--- src/hdl/assert_macros.svh ---
// Assertion macros for the RTL files; included by lfu_datapath
`ifndef ASSERT_MACROS_SVH
`define ASSERT_MACROS_SVH
`ifndef SYNTH
`define CHK_IMPL(lbl, ante, cons) \
    lbl: assert property (@(posedge i_clk) disable iff (!i_rst_n) (ante) |-> (cons)) \
        else $error("assertion failed");
`define CHK_NEXT(lbl, ante, cons) \
    lbl: assert property (@(posedge i_clk) disable iff (!i_rst_n) (ante) |=> (cons)) \
        else $error("assertion failed");
`else
`define CHK_IMPL(lbl, ante, cons)
`define CHK_NEXT(lbl, ante, cons)
`endif
`endif

--- src/hdl/lfu_pkg.sv ---
// Types and constants of the LFU cache policy block
package lfu_pkg;
    localparam int MAX_ENTRIES = 16;
    localparam int IDX_W       = $clog2(MAX_ENTRIES);
    localparam int FILL_W      = $clog2(MAX_ENTRIES + 1);
    localparam int CAP_W       = 5;
    localparam int CW          = (FILL_W > CAP_W) ? FILL_W : CAP_W;
    localparam int CNT_W       = 16;
    localparam logic [CNT_W-1:0] COUNT_MAX = 16'hFFFF;
    localparam logic [31:0] MISS_VALUE = 32'hFFFF_FFFF;
    localparam logic CMD_GET = 1'b0;
    localparam logic CMD_PUT = 1'b1;
    localparam logic [1:0] REG_CAP_ADDR = 2'd0;
    localparam logic [CAP_W-1:0] CAP_RESET = 5'd16;

    typedef struct packed {
        logic               cmd;
        logic signed [31:0] req_key;
        logic signed [31:0] put_value;
    } t_req;

    typedef struct packed {
        logic               hit;
        logic signed [31:0] read_value;
        logic               evicted;
    } t_rsp;

    typedef enum logic [1:0] {
        MODE_NONE,
        MODE_HIT,
        MODE_INSERT,
        MODE_EVICT
    } t_mode;

    typedef struct packed {
        logic load;
        logic lookup;
        logic scan_step;
        logic commit;
    } t_dp_cmd;

    typedef struct packed {
        logic need_scan;
        logic scan_last;
    } t_dp_sts;
endpackage

--- src/hdl/lfu_ctrl.sv ---
// Sequencer of the LFU cache: accept, lookup, victim scan, commit
module lfu_ctrl (
    input  logic             i_clk,
    input  logic             i_rst_n,
    input  logic             i_in_valid,
    output logic             o_in_stall,
    output logic             o_out_valid,
    input  logic             i_out_stall,
    input  lfu_pkg::t_dp_sts i_sts,
    output lfu_pkg::t_dp_cmd o_cmd
);
    import lfu_pkg::*;

    typedef enum logic [3:0] {
        S_IDLE   = 4'b0001,
        S_LOOKUP = 4'b0010,
        S_SCAN   = 4'b0100,
        S_COMMIT = 4'b1000
    } t_state;

    t_state r_state, n_state;
    logic   r_out_valid, n_out_valid;
    logic   out_free;

    assign out_free = !r_out_valid || !i_out_stall;

    always_comb begin
        n_state = r_state;
        o_cmd   = '0;
        unique case (r_state)
            S_IDLE: begin
                if (i_in_valid) begin
                    o_cmd.load = 1'b1;
                    n_state    = S_LOOKUP;
                end
            end
            S_LOOKUP: begin
                o_cmd.lookup = 1'b1;
                n_state      = i_sts.need_scan ? S_SCAN : S_COMMIT;
            end
            S_SCAN: begin
                o_cmd.scan_step = 1'b1;
                if (i_sts.scan_last) n_state = S_COMMIT;
            end
            S_COMMIT: begin
                if (out_free) begin
                    o_cmd.commit = 1'b1;
                    n_state      = S_IDLE;
                end
            end
            default: n_state = S_IDLE;
        endcase
    end

    always_comb begin
        n_out_valid = r_out_valid && i_out_stall;
        if (o_cmd.commit) n_out_valid = 1'b1;
    end

    always_ff @(posedge i_clk) begin
        if (!i_rst_n) begin
            r_state     <= S_IDLE;
            r_out_valid <= 1'b0;
        end else begin
            r_state     <= n_state;
            r_out_valid <= n_out_valid;
        end
    end

    assign o_in_stall  = (r_state != S_IDLE);
    assign o_out_valid = r_out_valid;
endmodule

--- src/hdl/lfu_datapath.sv ---
// Entry store, lookup, victim scan and update of the LFU cache
`include "assert_macros.svh"
module lfu_datapath (
    input  logic                        i_clk,
    input  logic                        i_rst_n,
    input  lfu_pkg::t_req               i_req,
    input  logic [lfu_pkg::CAP_W-1:0]   i_cap,
    input  lfu_pkg::t_dp_cmd            i_cmd,
    output lfu_pkg::t_dp_sts            o_sts,
    output lfu_pkg::t_rsp               o_rsp
);
    import lfu_pkg::*;

    logic [MAX_ENTRIES-1:0] r_valid;
    logic [31:0]            r_key  [MAX_ENTRIES];
    logic [31:0]            r_val  [MAX_ENTRIES];
    logic [CNT_W-1:0]       r_cnt  [MAX_ENTRIES];
    logic [IDX_W-1:0]       r_rank [MAX_ENTRIES];
    logic [FILL_W-1:0]      r_fill;

    t_req             r_req;
    t_mode            r_mode, mode_c;
    logic [IDX_W-1:0] r_tgt, r_scan, r_best;
    logic             r_best_ok;
    t_rsp             r_rsp;

    logic             any_hit;
    logic [IDX_W-1:0] hit_idx, free_idx, tgt;
    logic [CW-1:0]    cap_x, cap_eff;
    logic             fill_full, better;
    logic [IDX_W-1:0] rt;

    always_comb begin
        any_hit  = 1'b0;
        hit_idx  = '0;
        free_idx = '0;
        for (int i = MAX_ENTRIES - 1; i >= 0; i--) begin
            if (r_valid[i] && r_key[i] == r_req.req_key) begin
                any_hit = 1'b1;
                hit_idx = IDX_W'(i);
            end
            if (!r_valid[i]) free_idx = IDX_W'(i);
        end
    end

    assign cap_x     = CW'(i_cap);
    assign cap_eff   = (cap_x > CW'(MAX_ENTRIES)) ? CW'(MAX_ENTRIES) : cap_x;
    assign fill_full = CW'(r_fill) >= cap_eff;

    always_comb begin
        if (i_cap == '0)             mode_c = MODE_NONE;
        else if (any_hit)            mode_c = MODE_HIT;
        else if (r_req.cmd == CMD_GET) mode_c = MODE_NONE;
        else if (fill_full)          mode_c = MODE_EVICT;
        else                         mode_c = MODE_INSERT;
    end

    assign better = r_valid[r_scan] &&
        (!r_best_ok || r_cnt[r_scan] < r_cnt[r_best] ||
         (r_cnt[r_scan] == r_cnt[r_best] && r_rank[r_scan] > r_rank[r_best]));

    assign o_sts.need_scan = (mode_c == MODE_EVICT);
    assign o_sts.scan_last = (r_scan == IDX_W'(MAX_ENTRIES - 1));

    assign tgt = (r_mode == MODE_EVICT) ? r_best : r_tgt;
    assign rt  = r_rank[tgt];

    always_ff @(posedge i_clk) begin
        if (i_cmd.load) r_req <= i_req;
        if (i_cmd.lookup) begin
            r_mode    <= mode_c;
            r_tgt     <= any_hit ? hit_idx : free_idx;
            r_scan    <= '0;
            r_best    <= '0;
            r_best_ok <= 1'b0;
        end
        if (i_cmd.scan_step) begin
            r_scan <= r_scan + 1'b1;
            if (better) begin
                r_best    <= r_scan;
                r_best_ok <= 1'b1;
            end
        end
        if (i_cmd.commit) begin
            r_rsp.hit        <= (r_mode == MODE_HIT);
            r_rsp.read_value <= (r_mode == MODE_HIT && r_req.cmd == CMD_GET) ?
                                r_val[r_tgt] : MISS_VALUE;
            r_rsp.evicted    <= (r_mode == MODE_EVICT);
            for (int i = 0; i < MAX_ENTRIES; i++) begin
                if (IDX_W'(i) == tgt) begin
                    if (r_mode == MODE_HIT) begin
                        r_rank[i] <= '0;
                        if (r_cnt[i] != COUNT_MAX) r_cnt[i] <= r_cnt[i] + 1'b1;
                        if (r_req.cmd == CMD_PUT) r_val[i] <= r_req.put_value;
                    end else if (r_mode == MODE_EVICT || r_mode == MODE_INSERT) begin
                        r_rank[i] <= '0;
                        r_cnt[i]  <= CNT_W'(1);
                        r_key[i]  <= r_req.req_key;
                        r_val[i]  <= r_req.put_value;
                    end
                end else if (r_valid[i]) begin
                    if (r_mode == MODE_INSERT) begin
                        r_rank[i] <= r_rank[i] + 1'b1;
                    end else if ((r_mode == MODE_HIT || r_mode == MODE_EVICT) &&
                                 r_rank[i] < rt) begin
                        r_rank[i] <= r_rank[i] + 1'b1;
                    end
                end
            end
        end
    end

    always_ff @(posedge i_clk) begin
        if (!i_rst_n) begin
            r_valid <= '0;
            r_fill  <= '0;
        end else if (i_cmd.commit && r_mode == MODE_INSERT) begin
            r_valid[tgt] <= 1'b1;
            r_fill       <= r_fill + 1'b1;
        end
    end

    assign o_rsp = r_rsp;

    `CHK_IMPL(a_fill_bound, 1'b1, r_fill <= FILL_W'(MAX_ENTRIES))
    `CHK_NEXT(a_fill_grow, i_cmd.commit && r_mode == MODE_INSERT, r_fill == $past(r_fill) + 1'b1)
    `CHK_NEXT(a_evict_keep, i_cmd.commit && r_mode == MODE_EVICT, $stable(r_fill))
endmodule

--- src/hdl/lfu_cache_policy.sv ---
// Top level of the LFU cache with LRU tie-break and its APB register
//
//  channel   direction  handshake                  payload
//  request   in         i_in_valid / o_in_stall    i_in_data  (t_req)
//  response  out        o_out_valid / i_out_stall  o_out_data (t_rsp)
//  config    in         psel/penable/pwrite        paddr, pwdata, prdata
//
// A hit, a miss or an insert passes through accept, lookup and commit.
// A put that evicts adds a victim scan over all MAX_ENTRIES entries.
// The sequencer works on one request at a time; the commit waits for a free
// output register. Reset clears valid bits and fill count.
module lfu_cache_policy (
    input  logic           i_clk,
    input  logic           i_rst_n,
    input  logic           i_in_valid,
    output logic           o_in_stall,
    input  lfu_pkg::t_req  i_in_data,
    output logic           o_out_valid,
    input  logic           i_out_stall,
    output lfu_pkg::t_rsp  o_out_data,
    input  logic           psel,
    input  logic           penable,
    input  logic           pwrite,
    input  logic [1:0]     paddr,
    input  logic [31:0]    pwdata,
    output logic [31:0]    prdata,
    output logic           pready
);
    import lfu_pkg::*;

    logic [CAP_W-1:0] r_cap;
    t_dp_cmd          dp_cmd;
    t_dp_sts          dp_sts;

    always_ff @(posedge i_clk) begin
        if (!i_rst_n) begin
            r_cap <= CAP_RESET;
        end else if (psel && penable && pwrite && paddr == REG_CAP_ADDR) begin
            r_cap <= pwdata[CAP_W-1:0];
        end
    end

    assign pready = 1'b1;
    assign prdata = (paddr == REG_CAP_ADDR) ? {{(32 - CAP_W){1'b0}}, r_cap} : '0;

    lfu_ctrl u_ctrl (
        .i_clk       (i_clk),
        .i_rst_n     (i_rst_n),
        .i_in_valid  (i_in_valid),
        .o_in_stall  (o_in_stall),
        .o_out_valid (o_out_valid),
        .i_out_stall (i_out_stall),
        .i_sts       (dp_sts),
        .o_cmd       (dp_cmd)
    );

    lfu_datapath u_dp (
        .i_clk   (i_clk),
        .i_rst_n (i_rst_n),
        .i_req   (i_in_data),
        .i_cap   (r_cap),
        .i_cmd   (dp_cmd),
        .o_sts   (dp_sts),
        .o_rsp   (o_out_data)
    );
endmodule

--- config.mk ---
export PLATFORM = sky130hd
export DESIGN_NAME = lfu_cache_policy
export DESIGN_NICKNAME = d
export VERILOG_FILES = /design/src/hdl/lfu_pkg.sv /design/src/hdl/lfu_ctrl.sv /design/src/hdl/lfu_datapath.sv /design/src/hdl/lfu_cache_policy.sv
export VERILOG_INCLUDE_DIRS = /design/src /design/src/hdl
export SDC_FILE = /design/constraint.sdc
export NUM_CORES = 2
export LEC_CHECK = 0
export BUFFER_PORTS_ARGS = -buffer_cell sky130_fd_sc_hd__buf_2
export CORE_MARGIN = 5
export CORE_UTILIZATION = 41
export CTS_CLUSTER_DIAMETER = 60
export DETAILED_ROUTE_END_ITERATION = 6
export GPL_TIMING_DRIVEN = 0
export MAX_ROUTING_LAYER = met4
export SLEW_MARGIN = 25
export SYNTH_ARGS = -nofsm -noshare
export SYNTH_HDL_FRONTEND = slang
export SYNTH_SLANG_ARGS = --single-unit
export TNS_END_PERCENT = 5
--- constraint.sdc ---
create_clock -name i_clk -period 8.6 [get_ports i_clk]
set_input_delay 1.72 -clock i_clk [delete_from_list [all_inputs] [get_ports i_clk]]
set_output_delay 1.72 -clock i_clk [all_outputs]
set_load 0.03 [all_outputs]
==> metrics.txt <==
# TYPE chip_impl_metric gauge
chip_impl_metric{name="antenna_violating_nets_post_route",unit=""} 0
chip_impl_metric{name="fin_skew",unit="ns"} 0.0401
chip_impl_metric{name="period_minus_slack",unit="ns"} 5.82
chip_impl_metric{name="whs",unit="ns"} 0.515
chip_impl_metric{name="first_global_vias",unit=""} 42700
chip_impl_metric{name="antenna_violations_before_repair",unit=""} 8
chip_impl_metric{name="worstPathRequired",unit="ns"} 9.33
chip_impl_metric{name="post_synth.cell_area_avg",unit="sq um"} 15.3
chip_impl_info{name="synthFlopType",value="sky130_fd_sc_hd__edfxtp_1"} 1
chip_impl_metric{name="timing.max_slew.rel_slack",unit="%"} 19.3
chip_impl_info{name="synth.top_cells.by_area",value="sky130_fd_sc_hd__edfxtp_1 61%, sky130_fd_sc_hd__mux4_2 12%, sky130_fd_sc_hd__xor2_1 6.1%"} 1
chip_impl_metric{name="design_area",unit="sq mm"} 0.0823
chip_impl_metric{name="final_report_hold_violation_count",unit=""} 0
chip_impl_metric{name="detailed_place_hpwl",unit="mm"} 159
chip_impl_metric{name="vias",unit=""} 44700
chip_impl_metric{name="firstDrtPassIters",unit=""} 7
chip_impl_metric{name="fillerInstances",unit=""} 14700
chip_impl_metric{name="cts.clk_slew.worst_paths",unit="ns"} 0.06
chip_impl_metric{name="initial_utilization",unit="%"} 41.3
chip_impl_metric{name="yosysSeqAreaShare",unit="%"} 62.4
chip_impl_metric{name="fp.dieArea",unit="sq mm"} 0.181
chip_impl_metric{name="max_stage_delay",unit="ns"} 0.85
chip_impl_metric{name="grt_pass1_wl",unit="mm"} 314
chip_impl_info{name="cts_tree",value="built"} 1
chip_impl_metric{name="yosysUniqueCellTypes",unit=""} 67
chip_impl_metric{name="drive_above_1_share",unit="%"} 20.3
chip_impl_metric{name="cp_max_fo",unit=""} 10
chip_impl_metric{name="cts.htree.levels",unit=""} 4
chip_impl_metric{name="clock_path_buffers",unit=""} 3
chip_impl_metric{name="multi_input_comb_area",unit="sq mm"} 0.0256
chip_impl_info{name="min_path_type",value="reg2reg"} 1
chip_impl_info{name="mostFrequentLayoutCells",value="1437 x sky130_fd_sc_hd__edfxtp_1, 492 x sky130_fd_sc_hd__xor2_1, 412 x sky130_fd_sc_hd__nor2_1"} 1
chip_impl_metric{name="power.static_leakage",unit="nW"} 26.7
chip_impl_metric{name="cts.sinks",unit=""} 1493
chip_impl_metric{name="clkLatencyLatePin",unit="ns"} 0.82
chip_impl_info{name="result_of_the_run",value="finished, final reports clean"} 1
chip_impl_metric{name="initialDrtViolationCount",unit=""} 6173
chip_impl_info{name="layout_commonest_cell",value="sky130_fd_sc_hd__edfxtp_1"} 1
chip_impl_metric{name="ios",unit=""} 175
chip_impl_info{name="cp-start-kind",value="flip-flop"} 1
chip_impl_metric{name="seqCellArea",unit="sq mm"} 0.0443
chip_impl_info{name="synth_area_leader_cell",value="sky130_fd_sc_hd__edfxtp_1"} 1
chip_impl_metric{name="fp.dieW",unit="um"} 426
chip_impl_metric{name="nNetsFinal",unit=""} 5290
chip_impl_metric{name="area_delta_synth_final",unit="%"} 16.1
chip_impl_metric{name="max_clock_freq",unit="MHz"} 172
chip_impl_metric{name="detailed_place.area",unit="sq mm"} 0.0769
chip_impl_info{name="most_numerous_cell_on_the_critical_path",value="sky130_fd_sc_hd__clkbuf_1"} 1
chip_impl_metric{name="synth_async_sr_flop_share",unit="%"} 0
chip_impl_metric{name="timing_max_transition_violations_final",unit=""} 0
chip_impl_metric{name="row_count",unit=""} 152
chip_impl_metric{name="ys_warn_count",unit=""} 0
chip_impl_metric{name="worst_ep_arrival_time",unit="ns"} 6.55
chip_impl_info{name="crit_path_top_delay_cell",value="sky130_fd_sc_hd__clkbuf_1"} 1
chip_impl_info{name="master_cell_of_the_clock_root_buffer",value="sky130_fd_sc_hd__clkbuf_16"} 1
chip_impl_metric{name="post-route-period-util",unit="%"} 67.7
chip_impl_metric{name="wire_per_inst",unit="um"} 29.7
chip_impl_info{name="setup.worst_path.end_class",value="flip-flop"} 1
chip_impl_metric{name="via_per_inst",unit=""} 5.94
chip_impl_metric{name="setup_violations",unit=""} 0
chip_impl_metric{name="numPortBuffers",unit=""} 119
chip_impl_metric{name="global_route.usage.total",unit="%"} 25.0
chip_impl_metric{name="worst_pin_slew",unit="ns"} 1.21
chip_impl_metric{name="number_of_max_cap_violations",unit=""} 0
chip_impl_metric{name="grt_overflow_total",unit=""} 0
chip_impl_metric{name="die_height",unit="um"} 426
chip_impl_info{name="worst-setup-path-type",value="reg2reg"} 1
chip_impl_metric{name="cts_hold_repair.buffers",unit=""} 0
chip_impl_metric{name="ir_drop",unit="V"} 0.000218
chip_impl_metric{name="synthCells",unit=""} 4649
chip_impl_metric{name="detail_route.drc_violations",unit=""} 0
chip_impl_metric{name="grt_start_max_net_pins",unit=""} 42
chip_impl_metric{name="postCtsResizedCells",unit=""} 0
chip_impl_info{name="grt_setup_unrepaired",value="false"} 1
chip_impl_metric{name="synth_edf_count",unit=""} 1437
chip_impl_metric{name="synth_top_cell_area_share",unit="%"} 60.9
chip_impl_metric{name="routed_wl",unit="mm"} 224
chip_impl_metric{name="cts_made_buffers",unit=""} 168
chip_impl_metric{name="post-cts-setup-buffer-count",unit=""} 0
chip_impl_metric{name="final_replace_weighted_congestion",unit=""} 0.932
chip_impl_metric{name="power-per-cell-area",unit="mW/mm^2"} 223
chip_impl_metric{name="postSynthRegisterBits",unit=""} 1493
chip_impl_info{name="cp_cell_sequence",value="clkbuf_1 > clkbuf_1 > clkbuf_1 > mux4_2 > mux4_2 > ha_1 > nor2b_1 > o21a_1 > o21ai_0 > a211oi_1 > o21a_1 > nor4_1 > o311a_1 > clkbuf_1 > mux2i_1"} 1
chip_impl_metric{name="design.core.area",unit="sq mm"} 0.172
chip_impl_metric{name="synth.cell_area",unit="sq mm"} 0.0709
==> cell type report <==
cell class              count  area share, %
plain buffers             234           1.43
inverters                  82          0.374
clock buffers             196           5.34
flip-flops and latches   1493           53.8
clock inverters           109           1.19
diodes                      4         0.0122
well taps                2310           3.51
repair buffers            232           3.23
multi-input cells        2866           31.1
==> state kept, by name, indices dropped and copies added (netlist names), named ones only <==
register	count
u_dp.r_rank	64
u_dp.r_tgt	4
u_dp.r_mode	2
u_dp.r_key	512
u_dp.r_best	4
u_ctrl.o_out_valid	1
u_dp.r_valid	16
u_dp.r_fill	5
u_dp.r_req	65
u_dp.r_scan	4
u_dp.r_val	512
u_dp.o_rsp	34
r_cap	5
u_dp.r_best_ok	1
u_ctrl.r_state	4
u_dp.r_cnt	256
==> metrics by stage <==
step           utilization, %  std cells  TNS [ns]  power [W]  setup WS [ns]
3_3_place_gp             43.4       7104    -21.39     0.0111         -0.683
4_1_cts                  47.9       7520         0     0.0184           2.82
5_1_grt                  47.9       7524         0     0.0188           2.55
3_5_place_dp             44.8       7215         0     0.0114           2.68
6_report                 47.9       7526         0     0.0183           2.78
2_1_floorplan               -       4675         0     0.0100           3.16
==> power by group <==
group	switching, W	total (W)	internal, W
Sequential	0.000284	0.00860	0.00831
Clock	0.00304	0.00705	0.00401
Combinational	0.00176	0.00268	0.000925
Total	0.00508	0.0183	0.0132
==> metal layers <==
layer / GRT usage (%) / vias up / part of all wire, %
li1: - / 18900 / -
met1: 34.2 / 23100 / 40
met3: 4.06 / 380 / 8.9
met5: - / - / 0
met2: 38.5 / 2393 / 47
met4: 8.31 / 0 / 3.7
==> synth_stat cells (all sizes together) (81+ instances only) <==
cell type,count
xor2,492
nand2,156
nor4,158
buf,134
edfxtp,1437
nand3,199
clkbuf,100
nand4,131
xnor2,269
inv,81
ha,107
nor2,431
mux4,381
==> critical path: cells and delay by family, from the launching register on <==
family / cells / cell delay (ns)
compound gates: 5 / 0.95
fa+ha+maj: 1 / 0.32
buf+inv: 4 / 2.50
flops: 1 / 0.33
mux: 3 / 1.17
simple gates: 2 / 0.45
==> cell families (layout without fill, tap and decap cells) <==
| logic type | Yosys count | in the layout | synth area share (%) |
|---|---|---|---|
| AO/OA/AOI/OAI | 201 | 201 | 2.04 |
| XOR/XNOR | 761 | 761 | 9.40 |
| adder cells (fa/ha/maj) | 107 | 107 | 1.89 |
| buffers and inverters | 316 | 853 | 1.97 |
| flip-flops | 1493 | 1493 | 62.4 |
| multiplexers | 406 | 406 | 12.5 |
| other | 2 | 32 | 0.0106 |
| AND/OR/NAND/NOR | 1363 | 1363 | 9.76 |
==> path summary, 6_finish.rpt <==
check                           depth (start not counted)                         from  slack, ns                          end
worst min-delay path                                    2  u_dp.r_fill[1]$_SDFFE_PN0P_       0.51  u_dp.r_fill[1]$_SDFFE_PN0P_
worst min register to register                          2  u_dp.r_fill[1]$_SDFFE_PN0P_       0.51  u_dp.r_fill[1]$_SDFFE_PN0P_
worst max-delay path                                   15                    flip-flop       2.78       u_dp.r_best[1]$_DFF_P_
worst max register to register                         15                    flip-flop       2.78       u_dp.r_best[1]$_DFF_P_
(Power assumes the default switching activity.)
